**config.mk**
```make
export PLATFORM = sky130hd
export DESIGN_NAME = calibrated_block_average_detector_flat
export DESIGN_NICKNAME = d
export VERILOG_FILES = /design/src/rtl/cbad_pkg.sv /design/src/rtl/cbad_in_if.sv /design/src/rtl/cbad_out_if.sv /design/src/rtl/calibrated_block_average_detector.sv /design/src/rtl/cbad_ctrl.sv /design/src/rtl/cbad_dp.sv /design/src/flat_wrapper.sv
export VERILOG_INCLUDE_DIRS = /design/src /design/src/rtl
export SDC_FILE = /design/constraint.sdc
export NUM_CORES = 1
export LEC_CHECK = 0
export BUFFER_PORTS_ARGS = -buffer_cell sky130_fd_sc_hd__buf_2
export CORE_MARGIN = 3
export CORE_UTILIZATION = 30
export CTS_BUF_LIST = sky130_fd_sc_hd__clkbuf_4 sky130_fd_sc_hd__clkbuf_8 sky130_fd_sc_hd__clkbuf_16
export DETAILED_ROUTE_END_ITERATION = 10
export SYNTH_ARGS = -nofsm -noshare
export SYNTH_HDL_FRONTEND = slang
export SYNTH_SLANG_ARGS = --single-unit
```
**constraint.sdc**
```tcl
create_clock -name i_clk -period 4.8 [get_ports i_clk]
set_input_delay 0.24 -clock i_clk [delete_from_list [all_inputs] [get_ports i_clk]]
set_output_delay 0.24 -clock i_clk [all_outputs]
set_load 0.005 [all_outputs]
```
**src/rtl/calibrated_block_average_detector_assert.svh**
```systemverilog
// Assertion macros shared by the detector RTL.
// Used by cbad_ctrl and cbad_dp; NO_ASSERTIONS compiles them out.
`ifndef CALIBRATED_BLOCK_AVERAGE_DETECTOR_ASSERT_SVH
`define CALIBRATED_BLOCK_AVERAGE_DETECTOR_ASSERT_SVH

`ifndef NO_ASSERTIONS

// Same-cycle implication or plain invariant
`define CBAD_ASSERT(lbl, clk, rst_n, prop, msg) \
    lbl: assert property (@(posedge clk) disable iff (!rst_n) prop) else $error(msg);

// Antecedent this cycle, consequent next cycle
`define CBAD_ASSERT_NEXT(lbl, clk, rst_n, ante, cons, msg) \
    lbl: assert property (@(posedge clk) disable iff (!rst_n) ante |=> cons) else $error(msg);

`else

`define CBAD_ASSERT(lbl, clk, rst_n, prop, msg)
`define CBAD_ASSERT_NEXT(lbl, clk, rst_n, ante, cons, msg)

`endif

`endif

```
**src/rtl/cbad_pkg.sv**
```systemverilog
`timescale 1ns / 1ps
// Shared types and constants of the block-average detector.
// No dependencies; imported by the interfaces and all modules.
package cbad_pkg;

    localparam int FIELD_BITS  = 12;   // width of each sample field
    localparam int NUM_FIELDS  = 4;    // sample fields on the request channel
    localparam int MASK_W      = 4;    // width of active_mask
    localparam int MAX_SENSORS = 8;
    localparam int CNT_W       = 9;    // frame counts and frame counter
    localparam int CNT_MAX     = 256;
    localparam int REDUCER_W   = 12;
    localparam int HOLD_W      = 16;
    localparam int CFG_DATA_W  = 16;
    localparam int CFG_IDX_W   = 2;

    typedef enum logic [1:0] {
        K_TICK  = 2'd0,
        K_FRAME = 2'd1,
        K_CAL   = 2'd2,
        K_RSVD  = 2'd3
    } t_kind;

    typedef enum logic [CFG_IDX_W-1:0] {
        CFG_DETECT  = 2'd0,
        CFG_CAL     = 2'd1,
        CFG_REDUCER = 2'd2,
        CFG_HOLDOFF = 2'd3
    } t_cfg_idx;

    typedef logic [FIELD_BITS-1:0] t_fields [NUM_FIELDS];

    typedef struct packed {
        logic capture;
        logic exec;
        logic div_step;
        logic finish;
        logic load_out;
    } t_cmd;

    typedef struct packed {
        logic blk_end;
        logic div_last;
    } t_status;

    typedef struct packed {
        logic              decision_valid;
        logic [MASK_W-1:0] active_mask;
        logic              calibration_done;
        logic              frame_dropped;
        logic              calibrating;
    } t_result;

    // zero acts as one, anything above the maximum acts as the maximum
    function automatic logic [CNT_W-1:0] eff_count(input logic [CNT_W-1:0] v);
        logic [CNT_W-1:0] r;
        if (v == '0)
            r = CNT_W'(1);
        else if (v > CNT_W'(CNT_MAX))
            r = CNT_W'(CNT_MAX);
        else
            r = v;
        return r;
    endfunction

endpackage

```
**src/rtl/cbad_in_if.sv**
```systemverilog
`timescale 1ns / 1ps
// Request channel: kind plus four sample fields, valid/ready.
// Depends on cbad_pkg.
interface cbad_in_if import cbad_pkg::*; ();
    logic                  valid;
    logic                  ready;
    logic [1:0]            kind;
    logic [FIELD_BITS-1:0] sample_0;
    logic [FIELD_BITS-1:0] sample_1;
    logic [FIELD_BITS-1:0] sample_2;
    logic [FIELD_BITS-1:0] sample_3;

    modport source (output valid, kind, sample_0, sample_1, sample_2, sample_3,
                    input ready);
    modport sink   (input valid, kind, sample_0, sample_1, sample_2, sample_3,
                    output ready);
endinterface

```
**src/rtl/cbad_out_if.sv**
```systemverilog
`timescale 1ns / 1ps
// Result channel: one result per request, valid/ready.
// Depends on cbad_pkg.
interface cbad_out_if import cbad_pkg::*; ();
    logic              valid;
    logic              ready;
    logic              decision_valid;
    logic [MASK_W-1:0] active_mask;
    logic              calibration_done;
    logic              frame_dropped;
    logic              calibrating;

    modport source (output valid, decision_valid, active_mask, calibration_done,
                    frame_dropped, calibrating, input ready);
    modport sink   (input valid, decision_valid, active_mask, calibration_done,
                    frame_dropped, calibrating, output ready);
endinterface

```
**src/rtl/calibrated_block_average_detector.sv**
```systemverilog
`timescale 1ns / 1ps
// Channel     Dir  Handshake    Payload
// i_in_ch     in   valid/ready  kind, sample_0..sample_3
// o_out_ch    out  valid/ready  decision_valid, active_mask, calibration_done,
//                               frame_dropped, calibrating
// i_cfg_*     in   write enable detect_count, cal_count, reducer, holdoff_ticks
//
// One request in flight. Ticks, calibration requests and frames that do not
// close a block go from accept through the execute and publish steps; a frame
// that closes a block also passes the divide and finish steps, in which the
// bit-serial restoring divider runs once per sensor lane in parallel.
// A new request is accepted while the previous result waits in the output
// register. Reset is synchronous, active low; no clearing pass is needed.
// Top level of the detector; depends on cbad_pkg, the channel interfaces,
// cbad_ctrl and cbad_dp.
module calibrated_block_average_detector import cbad_pkg::*; #(
    parameter int NUM_SENSORS = 4,
    parameter int SAMPLE_BITS = 12
) (
    input  logic                  i_clk,
    input  logic                  i_rst_n,
    cbad_in_if.sink               i_in_ch,
    cbad_out_if.source            o_out_ch,
    input  logic                  i_cfg_we,
    input  logic [CFG_IDX_W-1:0]  i_cfg_idx,
    input  logic [CFG_DATA_W-1:0] i_cfg_data
);

    t_cmd    cmd;
    t_status status;
    t_result result;
    t_fields fields;

    assign fields[0] = i_in_ch.sample_0;
    assign fields[1] = i_in_ch.sample_1;
    assign fields[2] = i_in_ch.sample_2;
    assign fields[3] = i_in_ch.sample_3;

    cbad_ctrl u_ctrl (
        .i_clk       (i_clk),
        .i_rst_n     (i_rst_n),
        .i_in_valid  (i_in_ch.valid),
        .o_in_ready  (i_in_ch.ready),
        .o_out_valid (o_out_ch.valid),
        .i_out_ready (o_out_ch.ready),
        .i_status    (status),
        .o_cmd       (cmd)
    );

    cbad_dp #(
        .NUM_SENSORS (NUM_SENSORS),
        .SAMPLE_BITS (SAMPLE_BITS)
    ) u_dp (
        .i_clk      (i_clk),
        .i_rst_n    (i_rst_n),
        .i_cmd      (cmd),
        .o_status   (status),
        .i_kind     (i_in_ch.kind),
        .i_fields   (fields),
        .i_cfg_we   (i_cfg_we),
        .i_cfg_idx  (i_cfg_idx),
        .i_cfg_data (i_cfg_data),
        .o_result   (result)
    );

    assign o_out_ch.decision_valid   = result.decision_valid;
    assign o_out_ch.active_mask      = result.active_mask;
    assign o_out_ch.calibration_done = result.calibration_done;
    assign o_out_ch.frame_dropped    = result.frame_dropped;
    assign o_out_ch.calibrating      = result.calibrating;

endmodule

```
**src/rtl/cbad_ctrl.sv**
```systemverilog
`timescale 1ns / 1ps
// Sequencer of the detector: accept, execute, divide, finish, publish.
// Depends on cbad_pkg and the assertion macro header.
`include "calibrated_block_average_detector_assert.svh"

module cbad_ctrl import cbad_pkg::*; (
    input  logic    i_clk,
    input  logic    i_rst_n,
    input  logic    i_in_valid,
    output logic    o_in_ready,
    output logic    o_out_valid,
    input  logic    i_out_ready,
    input  t_status i_status,
    output t_cmd    o_cmd
);

    typedef enum logic [2:0] {
        S_IDLE,
        S_EXEC,
        S_DIV,
        S_FINISH,
        S_RESULT
    } t_state;

    t_state r_state, n_state;
    logic   r_out_vld, n_out_vld;

    always_comb begin
        n_state = r_state;
        o_cmd   = '0;
        unique case (r_state)
            S_IDLE: begin
                o_cmd.capture = i_in_valid;
                if (i_in_valid) n_state = S_EXEC;
            end
            S_EXEC: begin
                o_cmd.exec = 1'b1;
                n_state    = i_status.blk_end ? S_DIV : S_RESULT;
            end
            S_DIV: begin
                o_cmd.div_step = 1'b1;
                if (i_status.div_last) n_state = S_FINISH;
            end
            S_FINISH: begin
                o_cmd.finish = 1'b1;
                n_state      = S_RESULT;
            end
            S_RESULT: begin
                // wait for the output register to free up
                if (!r_out_vld || i_out_ready) begin
                    o_cmd.load_out = 1'b1;
                    n_state        = S_IDLE;
                end
            end
            default: n_state = S_IDLE;
        endcase

        if (o_cmd.load_out)
            n_out_vld = 1'b1;
        else if (i_out_ready)
            n_out_vld = 1'b0;
        else
            n_out_vld = r_out_vld;
    end

    always_ff @(posedge i_clk) begin
        if (!i_rst_n) begin
            r_state   <= S_IDLE;
            r_out_vld <= 1'b0;
        end else begin
            r_state   <= n_state;
            r_out_vld <= n_out_vld;
        end
    end

    assign o_in_ready  = (r_state == S_IDLE);
    assign o_out_valid = r_out_vld;

    `CBAD_ASSERT(a_load_free, i_clk, i_rst_n, o_cmd.load_out |-> (!r_out_vld || i_out_ready), "result loaded over a pending one")
    `CBAD_ASSERT(a_rose_from_result, i_clk, i_rst_n, $rose(r_out_vld) |-> $past(r_state == S_RESULT), "result valid outside publish step")
    `CBAD_ASSERT_NEXT(a_div_follows, i_clk, i_rst_n, (r_state == S_EXEC) && i_status.blk_end, r_state == S_DIV, "block end did not start the divider")

endmodule

```
**src/rtl/cbad_dp.sv**
```systemverilog
`timescale 1ns / 1ps
// Datapath: config registers, per-sensor sums, thresholds, counters,
// one restoring divider per sensor and the result register. Depends on cbad_pkg.
`include "calibrated_block_average_detector_assert.svh"

module cbad_dp import cbad_pkg::*; #(
    parameter int NUM_SENSORS = 4,
    parameter int SAMPLE_BITS = 12
) (
    input  logic                  i_clk,
    input  logic                  i_rst_n,
    input  t_cmd                  i_cmd,
    output t_status               o_status,
    input  logic [1:0]            i_kind,
    input  t_fields               i_fields,
    input  logic                  i_cfg_we,
    input  logic [CFG_IDX_W-1:0]  i_cfg_idx,
    input  logic [CFG_DATA_W-1:0] i_cfg_data,
    output t_result               o_result
);

    localparam int SW = SAMPLE_BITS + CNT_W - 1;   // sum of up to 256 frames
    localparam int DW = $clog2(SW);

    // configuration
    logic [CNT_W-1:0]     r_detect_count, r_cal_count;
    logic [REDUCER_W-1:0] r_reducer;
    logic [HOLD_W-1:0]    r_holdoff_ticks;

    // block state
    logic                   r_mode;
    logic [SW-1:0]          r_sum [NUM_SENSORS];
    logic [SW-1:0]          r_thr [NUM_SENSORS];
    logic [CNT_W-1:0]       r_fc;
    logic [HOLD_W-1:0]      r_hold;

    // captured request
    t_kind                  r_kind;
    logic [SAMPLE_BITS-1:0] r_samp [NUM_SENSORS];

    // divider
    logic [CNT_W-1:0]       r_n;
    logic                   r_is_cal;
    logic [SW-1:0]          r_dq  [NUM_SENSORS];
    logic [CNT_W-1:0]       r_rem [NUM_SENSORS];
    logic [DW-1:0]          r_dcnt;

    // per-request flags and result
    logic                   r_valid, r_done, r_drop;
    logic [MASK_W-1:0]      r_mask;
    t_result                r_res;

    logic [SAMPLE_BITS-1:0] samp_in [NUM_SENSORS];
    logic [SW-1:0]          sum_add [NUM_SENSORS];
    logic [CNT_W-1:0]       rem_nx  [NUM_SENSORS];
    logic                   q_bit   [NUM_SENSORS];
    logic [SW-1:0]          thr_nx  [NUM_SENSORS];
    logic [NUM_SENSORS-1:0] hit;
    logic [MAX_SENSORS-1:0] hit_wide;
    logic [CNT_W-1:0]       n_sel;
    logic [CNT_W:0]         fc_inc;
    logic                   accum;
    logic                   blk_end;

    // sensors past the request fields read as zero
    for (genvar g = 0; g < NUM_SENSORS; g++) begin : g_lane
        if (g < NUM_FIELDS) begin : g_fld
            assign samp_in[g] = SAMPLE_BITS'(32'(i_fields[g]));
        end else begin : g_zero
            assign samp_in[g] = '0;
        end
    end

    always_comb begin
        logic [CNT_W:0] t;
        n_sel   = r_mode ? eff_count(r_cal_count) : eff_count(r_detect_count);
        accum   = (r_kind == K_FRAME) && (r_mode || (r_hold == '0));
        fc_inc  = {1'b0, r_fc} + (CNT_W+1)'(1);
        blk_end = accum && (fc_inc >= {1'b0, n_sel});
        for (int i = 0; i < NUM_SENSORS; i++) begin
            sum_add[i] = r_sum[i] + SW'(r_samp[i]);
            // one restoring step
            t          = {r_rem[i], r_dq[i][SW-1]};
            q_bit[i]   = (t >= {1'b0, r_n});
            rem_nx[i]  = q_bit[i] ? CNT_W'(t - {1'b0, r_n}) : CNT_W'(t);
            thr_nx[i]  = (r_dq[i] > SW'(r_reducer)) ? r_dq[i] - SW'(r_reducer) : '0;
            hit[i]     = (r_dq[i] < r_thr[i]);
        end
        hit_wide = MAX_SENSORS'(hit);
    end

    assign o_status.blk_end  = blk_end;
    assign o_status.div_last = (r_dcnt == DW'(SW - 1));

    // control-type state
    always_ff @(posedge i_clk) begin
        if (!i_rst_n) begin
            r_detect_count  <= CNT_W'(16);
            r_cal_count     <= CNT_W'(64);
            r_reducer       <= REDUCER_W'(100);
            r_holdoff_ticks <= HOLD_W'(1000);
            r_mode          <= 1'b1;
            r_fc            <= '0;
            r_hold          <= '0;
            for (int i = 0; i < NUM_SENSORS; i++) begin
                r_sum[i] <= '0;
                r_thr[i] <= '0;
            end
        end else begin
            if (i_cfg_we) begin
                unique case (t_cfg_idx'(i_cfg_idx))
                    CFG_DETECT:  r_detect_count  <= i_cfg_data[CNT_W-1:0];
                    CFG_CAL:     r_cal_count     <= i_cfg_data[CNT_W-1:0];
                    CFG_REDUCER: r_reducer       <= i_cfg_data[REDUCER_W-1:0];
                    CFG_HOLDOFF: r_holdoff_ticks <= i_cfg_data[HOLD_W-1:0];
                    default: ;
                endcase
            end

            if (i_cmd.exec) begin
                unique case (r_kind)
                    K_TICK: begin
                        if (!r_mode && (r_hold != '0)) r_hold <= r_hold - HOLD_W'(1);
                    end
                    K_CAL: begin
                        r_mode <= 1'b1;
                        r_fc   <= '0;
                        r_hold <= '0;
                        for (int i = 0; i < NUM_SENSORS; i++) r_sum[i] <= '0;
                    end
                    K_FRAME: begin
                        if (accum) begin
                            if (blk_end) begin
                                // sums go to the divider, block restarts
                                r_fc   <= '0;
                                r_mode <= 1'b0;
                                for (int i = 0; i < NUM_SENSORS; i++) r_sum[i] <= '0;
                            end else begin
                                r_fc <= fc_inc[CNT_W-1:0];
                                for (int i = 0; i < NUM_SENSORS; i++) r_sum[i] <= sum_add[i];
                            end
                        end
                    end
                    default: ;
                endcase
            end

            if (i_cmd.finish) begin
                if (r_is_cal) begin
                    for (int i = 0; i < NUM_SENSORS; i++) r_thr[i] <= thr_nx[i];
                end else if (hit != '0) begin
                    r_hold <= r_holdoff_ticks;
                end
            end
        end
    end

    // payload registers
    always_ff @(posedge i_clk) begin
        if (i_cmd.capture) begin
            r_kind <= t_kind'(i_kind);
            for (int i = 0; i < NUM_SENSORS; i++) r_samp[i] <= samp_in[i];
        end

        if (i_cmd.exec) begin
            r_valid  <= blk_end && !r_mode;
            r_done   <= blk_end && r_mode;
            r_drop   <= (r_kind == K_FRAME) && !r_mode && (r_hold != '0);
            r_mask   <= '0;
            r_is_cal <= r_mode;
            r_n      <= n_sel;
            r_dcnt   <= '0;
            for (int i = 0; i < NUM_SENSORS; i++) begin
                r_dq[i]  <= sum_add[i];
                r_rem[i] <= '0;
            end
        end

        if (i_cmd.div_step) begin
            r_dcnt <= r_dcnt + DW'(1);
            for (int i = 0; i < NUM_SENSORS; i++) begin
                r_dq[i]  <= {r_dq[i][SW-2:0], q_bit[i]};
                r_rem[i] <= rem_nx[i];
            end
        end

        if (i_cmd.finish && !r_is_cal)
            r_mask <= hit_wide[MASK_W-1:0];

        if (i_cmd.load_out) begin
            r_res.decision_valid   <= r_valid;
            r_res.active_mask      <= r_mask;
            r_res.calibration_done <= r_done;
            r_res.frame_dropped    <= r_drop;
            r_res.calibrating      <= r_mode;
        end
    end

    assign o_result = r_res;

    `CBAD_ASSERT(a_fc_range, i_clk, i_rst_n, !r_fc[CNT_W-1], "frame counter past block length")
    `CBAD_ASSERT(a_hold_detect, i_clk, i_rst_n, (r_hold != '0) |-> !r_mode, "holdoff running in calibration mode")
    `CBAD_ASSERT_NEXT(a_cal_sets_mode, i_clk, i_rst_n, i_cmd.exec && (r_kind == K_CAL), r_mode && (r_fc == '0), "calibration request did not restart")
    `CBAD_ASSERT(a_div_bound, i_clk, i_rst_n, i_cmd.div_step |-> (r_dcnt < DW'(SW)), "divider stepped past its width")

endmodule

```
**src/flat_wrapper.sv**
```systemverilog
// flat-port wrapper written by rule: the top's interface ports become plain ports
module calibrated_block_average_detector_flat import cbad_pkg::*;
#(
    parameter int NUM_SENSORS = 4,
    parameter int SAMPLE_BITS = 12
)
  (i_clk, i_rst_n, i_cfg_we, i_cfg_idx, i_cfg_data, i_in_ch_valid, i_in_ch_kind, i_in_ch_sample_0, i_in_ch_sample_1, i_in_ch_sample_2, i_in_ch_sample_3, i_in_ch_ready, o_out_ch_valid, o_out_ch_decision_valid, o_out_ch_active_mask, o_out_ch_calibration_done, o_out_ch_frame_dropped, o_out_ch_calibrating, o_out_ch_ready);
  cbad_in_if i_in_ch_i ();
  cbad_out_if o_out_ch_i ();
  input  logic i_clk;
  input  logic i_rst_n;
  input  logic i_cfg_we;
  input  logic [CFG_IDX_W-1:0] i_cfg_idx;
  input  logic [CFG_DATA_W-1:0] i_cfg_data;
  input wire logic [$bits(i_in_ch_i.valid)-1:0] i_in_ch_valid;
  input wire logic [$bits(i_in_ch_i.kind)-1:0] i_in_ch_kind;
  input wire logic [$bits(i_in_ch_i.sample_0)-1:0] i_in_ch_sample_0;
  input wire logic [$bits(i_in_ch_i.sample_1)-1:0] i_in_ch_sample_1;
  input wire logic [$bits(i_in_ch_i.sample_2)-1:0] i_in_ch_sample_2;
  input wire logic [$bits(i_in_ch_i.sample_3)-1:0] i_in_ch_sample_3;
  output wire logic [$bits(i_in_ch_i.ready)-1:0] i_in_ch_ready;
  output wire logic [$bits(o_out_ch_i.valid)-1:0] o_out_ch_valid;
  output wire logic [$bits(o_out_ch_i.decision_valid)-1:0] o_out_ch_decision_valid;
  output wire logic [$bits(o_out_ch_i.active_mask)-1:0] o_out_ch_active_mask;
  output wire logic [$bits(o_out_ch_i.calibration_done)-1:0] o_out_ch_calibration_done;
  output wire logic [$bits(o_out_ch_i.frame_dropped)-1:0] o_out_ch_frame_dropped;
  output wire logic [$bits(o_out_ch_i.calibrating)-1:0] o_out_ch_calibrating;
  input wire logic [$bits(o_out_ch_i.ready)-1:0] o_out_ch_ready;
  assign i_in_ch_i.valid = i_in_ch_valid;
  assign i_in_ch_i.kind = i_in_ch_kind;
  assign i_in_ch_i.sample_0 = i_in_ch_sample_0;
  assign i_in_ch_i.sample_1 = i_in_ch_sample_1;
  assign i_in_ch_i.sample_2 = i_in_ch_sample_2;
  assign i_in_ch_i.sample_3 = i_in_ch_sample_3;
  assign i_in_ch_ready = i_in_ch_i.ready;
  assign o_out_ch_valid = o_out_ch_i.valid;
  assign o_out_ch_decision_valid = o_out_ch_i.decision_valid;
  assign o_out_ch_active_mask = o_out_ch_i.active_mask;
  assign o_out_ch_calibration_done = o_out_ch_i.calibration_done;
  assign o_out_ch_frame_dropped = o_out_ch_i.frame_dropped;
  assign o_out_ch_calibrating = o_out_ch_i.calibrating;
  assign o_out_ch_i.ready = o_out_ch_ready;
  calibrated_block_average_detector #(.NUM_SENSORS(NUM_SENSORS), .SAMPLE_BITS(SAMPLE_BITS)) u_core (.i_clk(i_clk), .i_rst_n(i_rst_n), .i_in_ch(i_in_ch_i), .o_out_ch(o_out_ch_i), .i_cfg_we(i_cfg_we), .i_cfg_idx(i_cfg_idx), .i_cfg_data(i_cfg_data));
endmodule
```
; ---- Word level (Yosys, flattened, before mapping)
; Memories as Yosys holds them, arrays and structs flattened.
; Index checks and enable logic that the tools add are counted.
[classes]
eq_ne = 15
mux = 93
n_addsub = 15
reduce_logical = 32
n_lt_le_gt_ge = 15
n_bitwise = 24
[ops]
columns = op, n
row1 = 20-bit 2-to-1 mux, 24
row2 = 9-bit 2-to-1 mux, 15
row3 = 20-bit by 12-bit adder with 20-bit output, 4
row4 = 20-bit by 12-bit greater-than comparator with 1-bit output, 4
row5 = 20-bit < comparator, 4
row6 = 16-bit 2-to-1 mux, 5
row7 = 20-bit by 12-bit subtractor with 20-bit output, 4
row8 = 10-bit by 9-bit >= comparator with 1-bit output, 5
row9 = 1-bit 2-to-1 mux, 37
row10 = 9-bit subtractor, 4
row11 = 16-bit one-hot mux with 2 select lines, 1
row12 = 1-bit bitwise OR, 24
row13 = 9-bit greater-than comparator (second input constant), 2
row14 = 9-bit zero test, 2
row15 = 9-bit one-hot mux with 2 select lines, 1
row16 = 16-bit zero test, 1
row17 = 16-bit nonzero test, 1
row18 = 16-bit by 1-bit subtractor with 16-bit output (second input constant), 1
row19 = 3-bit one-hot mux with 5 select lines, 1
row20 = 3-bit 2-to-1 mux, 4
row21 = 9-bit by 1-bit adder with 10-bit output (second input constant), 1
row22 = 5-bit 2-to-1 mux, 2
row23 = 1-bit logical AND, 8
row24 = 4-bit 2-to-1 mux, 2
row25 = 19 further kinds, 37
[word_totals]
word_cells = 221
in_bits = 73
mem_count = 5
mem_bits_rw = 324
ff_bits = 108
out_inout_bits = 10
[memory_table]
columns = memory, depth, width, read_ports, rd_ports_with_merged_regs, write_ports, line_no
row1 = u_core.u_dp.r_dq, 4, 20, 4, 0, 4, cbad_dp.sv:44  ; logic [SW-1:0] r_dq [NUM_SENSORS];
row2 = u_core.u_dp.r_sum, 4, 20, 4, 0, 4, cbad_dp.sv:32  ; logic [SW-1:0] r_sum [NUM_SENSORS];
row3 = u_core.u_dp.r_thr, 4, 20, 4, 0, 4, cbad_dp.sv:33  ; logic [SW-1:0] r_thr [NUM_SENSORS];
row4 = u_core.u_dp.r_samp, 4, 12, 4, 0, 4, cbad_dp.sv:39  ; logic [SAMPLE_BITS-1:0] r_samp [NUM_SENSORS];
row5 = u_core.u_dp.r_rem, 4, 9, 4, 0, 4, cbad_dp.sv:45  ; logic [CNT_W-1:0] r_rem [NUM_SENSORS];

; ---- Depth between registers and ports, before layout
; Gate-level depths: netlist of run 1.
[logic_depth]
depth_word = 14
depth_mapped = 14
ltp_nobuf = 12

; ---- Hierarchy
; Synthesis of run 1 repeated with hierarchy kept, for this count alone.
[hier_totals]
hier_cells = 2529
hier_area_um2 = 25849.8
[by_module_without_submodules]
columns = module, cells_per_inst, n_inst, area_per_inst_um2, seq_area_each_um2
row1 = cbad_dp, 2504, 1, 25632.1, 12131.6
row2 = cbad_ctrl, 25, 1, 217.7, 80.1

; ---- Worst setup path before layout of run 1
; OpenSTA, ideal clock, no wires.
[synth_path]
path_kind = reg2reg
startpoint = register u_core.u_ctrl.r_state[1]
endpoint = register u_core.u_dp.r_dcnt[0], enable pin
setup_slack_ns = 0.517
synth_period_minus_slack_ns = 4.283
path_buffers = 3
setup_ns = 1.063
required_ns = 3.737
t_arrival_ns = 3.220
stages_incl_launch_ff = 6
cell_sequence = dfxtp_1 clkbuf_1 nand2_1 clkbuf_1 clkbuf_1 nand2_1
[synth_via]
elab_chain_cells = 3
word_cells_on_any_way = 5
classes_between = eq/ne: 2 / mux: 2 / reduce/logical: 1
[synth_lines]
columns = element, line_no
row1 = from (decl), cbad_ctrl.sv:25  ; t_state r_state, n_state;
row2 = from (signal assigned), cbad_ctrl.sv:71  ; r_state <= n_state;
row3 = 3-bit by 2-bit equality test with 1-bit output / 3-bit by 1-bit equality test with 1-bit output (equally long branches), cbad_ctrl.sv:31  ; unique case (r_state)
row4 = 1-bit 2-to-1 mux, cbad_ctrl.sv:31
row5 = 2-bit nonzero test (no line) *, n/a
row6 = to (signal assigned), cbad_dp.sv:180  ; r_dcnt <= r_dcnt + DW'(1);
row7 = to (decl), cbad_dp.sv:46  ; logic [DW-1:0] r_dcnt;
; Mark *: on every way between the ends. The rest lies on a longest branch, timed or not.
; A chain may end at the register's enable or synchronous reset.

==> metrics, run 1 <==
Routed WL per cell 16.7 um; Post-synth ARST share 0%; WP data arrival 4.35 ns; crit path time final 3.90 ns; maxcap violations 0; clock buffer depth 3; status complete, no violations; Via Count 19700; Hold Crit Depth 2; relative slew slack 12.0%; Starting Density 30.4%; number of diodes 0; register-to-register setup slack 0.90 ns; Pleak 11.9 nW; Post-Syn Instances 2647; post-synthesis sequential area ratio 46.8%; Hold Buf Count CTS 68; startpoint types register; area growth from synthesis to layout 15.4%; Post-CTS Resized 0; Worst R2R Start u_core.u_dp.r_mode; RR Endpoint u_core.u_dp.r_sum[0][0]; IO Pins 83; clock root buffer clkbuf_16; post-CTS setup buffers 0; # DRC 0; Yosys reg bits 432; CP Max Fanout 10; htree depth 2; CTS buffer count 49; pre-CTS WS 1.00 ns; Critical Path RT 5.25 ns; fin nets 3086; IO buf count 82; first-pass GRT wire length 105000 um; pwr dens 318 nW/um2; largest cells by area after synthesis edfxtp_1 41%, ha_1 11%, dfxtp_1 5.8%, nor2_1 4.0%, nand2_1 3.9%; Slew @ Worst Pin 1.29 ns; vias per cell 4.98; max-slew violations 0; Syn Area/Cell 9.85 um2; maximum number of pins on one net before global-route repair 73; final worst setup slack 0.901 ns; Sink Count 432; Die ar. 90500 um2; Crit. End Element register; worst reg2reg path depth 12; Starting DRT DRC Count 1315; dpl hpwl 46500 um; Min Hold Slack 0.0836 ns; vias in the first global route 19100; critical path class register to register; Yosys Warn Count 0; routed wire length 66400 um; final setup fails 0; fin crit share 81.2%; Hold Vio Cnt, Final 0; Reg clk slew, reported paths 0.06 ns; Worst Hold End u_core.u_dp.r_cal_count[6]; die width 301 um; Skew-Pair Late Insertion Delay 0.60 ns; Hold WC Path Type input pin to register; post-synth cell types 76; Hold Startpoint i_rst_n; DIE HEIGHT 301 um; Mapped Area 26100 um2; Synth top area share 41.0%; core area 85700 um2; Synth area leader edfxtp_1; clock skew 0.0239 ns; initial antenna violation count 0; fill count 8647; EDFF count, synth 356; num rows 107; fmax 256 MHz; router iterations before antenna repair 5; RD Place Congestion 0.843; CTS tree built; Post-Syn Nets 2952; Main synth FF type edfxtp_1; setup tns final 0 ns; share of cells above drive strength 1 7.73%; Overflow after GRT 0; post-route ant nets 0; unrepaired setup endpoints after global routing false; peak supply drop 0.000249 V; Total GRT Usage 14.4%
==> power by group <==
group,total [mW],internal [mW],switching (mW),leakage [nW]
Combinational,1.40,0.557,0.848,6.91
Clock,3.77,2.18,1.59,0.815
Sequential,4.41,4.27,0.135,4.13
Total,9.58,7.01,2.57,11.9
==> cells in the final DEF, fill, tap and decap left out, types with 9 or more instances in the layout <==
cell type | synthesis | layout
edfxtp_1 | 356 | 356
nor2_1 | 281 | 281
nand2_1 | 274 | 271
ha_1 | 220 | 220
a21oi_1 | 189 | 189
inv_1 | 176 | 176
o21ai_0 | 146 | 146
buf_2 | 13 | 82
dfxtp_1 | 76 | 76
xor2_1 | 74 | 74
nor3_1 | 71 | 71
dlygate4sd3_1 | 0 | 68
clkbuf_16 | 0 | 55
xnor2_1 | 52 | 52
nand3_1 | 51 | 50
mux2i_1 | 49 | 49
a21o_1 | 43 | 43
nor2b_1 | 40 | 40
or3_1 | 37 | 37
nand4_1 | 34 | 34
nand2b_1 | 33 | 33
a211oi_1 | 30 | 30
o21a_1 | 25 | 25
and3_1 | 23 | 23
a31oi_1 | 22 | 22
buf_4 | 0 | 19
or4_1 | 18 | 18
o31ai_1 | 16 | 14
and2_1 | 16 | 14
o21bai_1 | 13 | 13
a21boi_0 | 13 | 13
o211ai_1 | 12 | 12
nor3b_1 | 12 | 12
fa_1 | 12 | 12
nor4_1 | 11 | 11
nand4b_1 | 11 | 11
clkinv_2 | 0 | 10
o2111ai_1 | 9 | 9
==> sequential cells by signal, indices dropped and copies added (netlist names), 12 cells and up <==
signal                       cells
u_core.u_dp.r_dq                80
u_core.u_dp.r_reducer           12
u_core.u_dp.r_hold              16
u_core.u_dp.r_rem               36
u_core.u_dp.r_thr               80
u_core.u_dp.r_holdoff_ticks     16
u_core.u_dp.r_samp              48
u_core.u_dp.r_sum               80
==> worst max-delay path: stages (launching register included) <==
cell and delay [ns]:
dfxtp_1 0.46, inv_1 0.15, nor2_1 0.46, o21ai_0 0.19
nand2_1 0.13, ha_1 0.23, nand2b_1 0.14, a21o_1 0.17
a21oi_1 0.14, o21ai_0 0.11, a221oi_2 0.77, and3_1 0.62
and2_1 0.20
==> per-layer routing <==
layer  wire length [um]  part of all wire [%]  GRT usage [%]
met5                  0                     0              0
met4               1510                   2.3           3.80
met3               2390                   3.6           1.76
met2              31500                    47           24.5
met1              31000                    47           19.3
==> area by class of cell <==
class	count	area, um2	share of cell area [%]
clock buffer	66	1490	4.95
clock inverter	24	126	0.420
inverter	176	661	2.20
multi-input combinational	1952	12900	42.9
sequential	432	12200	40.6
tap	1144	1430	4.76
timing repair buffer	170	1250	4.17
==> stage by stage <==
step / instance area [um2] / power, mW / util [%] / instances
3_5_place_dp: 27800 / 5.84 / 32.4 / 3806
6_report: 30100 / 9.58 / 35.1 / 3964
5_1_grt: 30100 / 10.0 / 35.1 / 3964
4_1_cts: 30100 / 9.68 / 35.1 / 3964
3_3_place_gp: 27800 / 5.83 / 32.4 / 3806
2_1_floorplan: 26100 / 5.44 / - / 2647
==> synth_stat cells, drive strengths merged, types with 6 or more instances <==
cell type	number
edfxtp	356
nor2	282
nand2	274
ha	220
a21oi	190
inv	176
o21ai	151
dfxtp	76
xor2	74
nor3	73
clkbuf	62
xnor2	52
nand3	51
mux2i	49
a21o	43
nor2b	40
or3	37
nand4	34
nand2b	33
a211oi	30
buf	25
o21a	25
and3	23
a31oi	22
o31ai	18
or4	18
and2	17
a21boi	13
o21bai	13
fa	12
nor3b	12
o211ai	12
nand4b	11
nor4	11
o2111ai	9
a2111oi	8
a22oi	8
a41oi	8
o41ai	8
or2	8
a211o	6
nand3b	6
==> how the worst max path moves through the flow <==
stage | end | startpoint | slack (ns) | depth (start not counted)
after floorplan | u_core.u_dp.r_dcnt[0] | u_core.u_ctrl.r_state[1] | 0.52 | 5
after global placement | u_core.u_dp.r_sum[1][0] | u_core.u_dp.r_mode | 0.98 | 12
after detailed placement | u_core.u_dp.r_sum[2][0] | u_core.u_dp.r_mode | 1.00 | 12
after CTS | u_core.u_dp.r_sum[0][0] | u_core.u_dp.r_mode | 0.98 | 12
after global routing | u_core.u_dp.r_sum[3][19] | u_core.u_dp.r_mode | 0.68 | 13
final | u_core.u_dp.r_sum[0][0] | u_core.u_dp.r_mode | 0.90 | 12
==> logic make-up (layout without fill, tap and decap cells) <==
family | count (synthesis) | count (layout) | synth area share (%)
simple gates | 943 | 943 | 17.2
compound gates | 600 | 600 | 14.4
flops | 432 | 432 | 46.8
buf+inv | 263 | 436 | 3.88
fa+ha+maj | 232 | 232 | 11.5
xor+xnor | 126 | 126 | 4.23
mux | 51 | 51 | 1.97
No activity file was read; power rests on OpenSTA's default activity.
==> inputs of run 2 (changes only) <==
==> constraint.sdc (replaced) <==
create_clock -name i_clk -period 3.4 [get_ports i_clk]
set_input_delay 0.17 -clock i_clk [delete_from_list [all_inputs] [get_ports i_clk]]
set_output_delay 0.17 -clock i_clk [all_outputs]
set_load 0.005 [all_outputs]
==> run 2 against run 1 <==
Power increased by 41%. Largest power group unchanged. Clock power increased by 41%. Wire length decreased by 1.1%. Highest routed layer unchanged.
==> metrics, run 2 (synthesized netlist as in run 1, its figures left out) <==
CTS tree built; WP data arrival 3.55 ns; post-route cell area 30500 um2; relative slew slack 43.1%; status complete, no violations; Hold WC Path Type input pin to register; fmax 319 MHz; htree depth 2; final worst setup slack 0.266 ns; Reg clk slew, reported paths 0.06 ns; final core utilization 35.6%; crit path time final 3.13 ns; first-pass GRT wire length 105000 um; Sink Count 432; area growth from synthesis to layout 16.8%; Hold Vio Cnt, Final 0; clock skew 0.0313 ns; critical path class register to register; setup tns final 0 ns; RD Place Congestion 0.859; Starting DRT DRC Count 1209; max-slew violations 0; Die ar. 90500 um2; final setup fails 0; Reg area 12200 um2; # DRC 0; die width 301 um; Critical Path RT 3.82 ns; Starting Density 30.4%; number of diodes 0; DIE HEIGHT 301 um; Crit path max-delay family simple AND/OR/NAND/NOR gates; pre-CTS WS 0.183 ns; CP dominant cell by count o21ai_0; Crit. End Element register; startpoint types register; vias per cell 4.96; fill count 8665; maximum number of pins on one net before global-route repair 114; most common cell after layout, fill and taps aside edfxtp_1; vias in the first global route 19400; Total GRT Usage 14.4%; clock root buffer clkbuf_16; num rows 107; footprint of the multi-input gates 12900 um2; Slew @ Worst Pin 0.854 ns; post-route ant nets 0; unrepaired setup endpoints after global routing false; Skew-Pair Late Insertion Delay 0.60 ns; Routed WL per cell 16.4 um; dpl hpwl 47100 um; routed wire length 65600 um; Overflow after GRT 0; peak supply drop 0.000468 V; Pleak 12.1 nW; fin nets 3128; initial antenna violation count 0; Critical Path Max Stage Delay 0.54 ns; share of cells above drive strength 1 9.26%; placed inst area 28100 um2; IO Pins 83; total power 13.5 mW; slowest CP cell or4_1; Buf/Inv on CP 2; pwr dens 445 nW/um2; CP Max Fanout 71; biggest regs u_core.u_dp.r_dq (80), u_core.u_dp.r_sum (80), u_core.u_dp.r_thr (80); most frequent cells in the layout 356 x edfxtp_1, 281 x nor2_1, 271 x nand2_1; CTS buffer count 49; core area 85700 um2; router iterations before antenna repair 5; crit-path cells or4_1 -> nor4_2 -> o21ai_0 -> nand2_1 -> ha_1 -> nand2b_1 -> a21o_1 -> a21oi_1 -> o21ai_0 -> a221oi_2 -> buf_6 -> nand3_4 -> buf_12 -> nor2_1; IO buf count 82; clock buffer depth 3; Via Count 19900; fin crit share 92.2%; maxcap violations 0
## run 2: timing repair
action	4_1_cts	5_1_grt
endpoints found under the hold margin	98	0
endpoints found under the setup margin	0	81
setup buffers	0	4
gates resized for setup	0	2
hold buffers	68	0
## run 2: worst paths after layout
kind / startpoint / to / slack, ns / cells after the start
max: u_core.u_dp.r_detect_count[6] / u_core.u_dp.r_sum[2][11] / 0.27 / 14
min: i_rst_n / u_core.u_dp.r_holdoff_ticks[3] / 0.05 / 2
max reg2reg: u_core.u_dp.r_detect_count[6] / u_core.u_dp.r_sum[2][11] / 0.27 / 14
min reg2reg: u_core.u_dp.r_drop / u_core.u_dp.o_result[1] / 0.42 / 0
## run 2: area by class of cell
class | count | area share, %
repair buffers | 212 | 5.33
well taps | 1144 | 4.70
multi-input cells | 1952 | 42.4
clock buffers | 65 | 4.65
clock inverters | 25 | 0.632
flip-flops and latches | 432 | 40.1
inverters | 176 | 2.17
## run 2: routing by layer
| layer | GRT usage [%] | share of wire (%) | up-vias |
|---|---|---|---|
| li1 | - | - | 9996 |
| met1 | 18.9 | 46 | 9457 |
| met2 | 24.9 | 48 | 329 |
| met3 | 1.59 | 3.5 | 94 |
| met4 | 4.27 | 2.7 | 0 |
| met5 | 0 | 0 | - |
## run 2: where the power goes
part / switching [mW] / internal (mW)
registers: 0.189 / 6.03
clock network: 2.22 / 3.09
logic: 1.19 / 0.822
total: 3.60 / 9.95
## run 2: stage by stage
step | std cells | hold slack [ns]
2_1_floorplan | 2647 | 0.269
3_3_place_gp | 3844 | 0.346
3_5_place_dp | 3844 | 0.348
4_1_cts | 4002 | 0.0219
5_1_grt | 4006 | 0.0621
6_report | 4006 | 0.0457
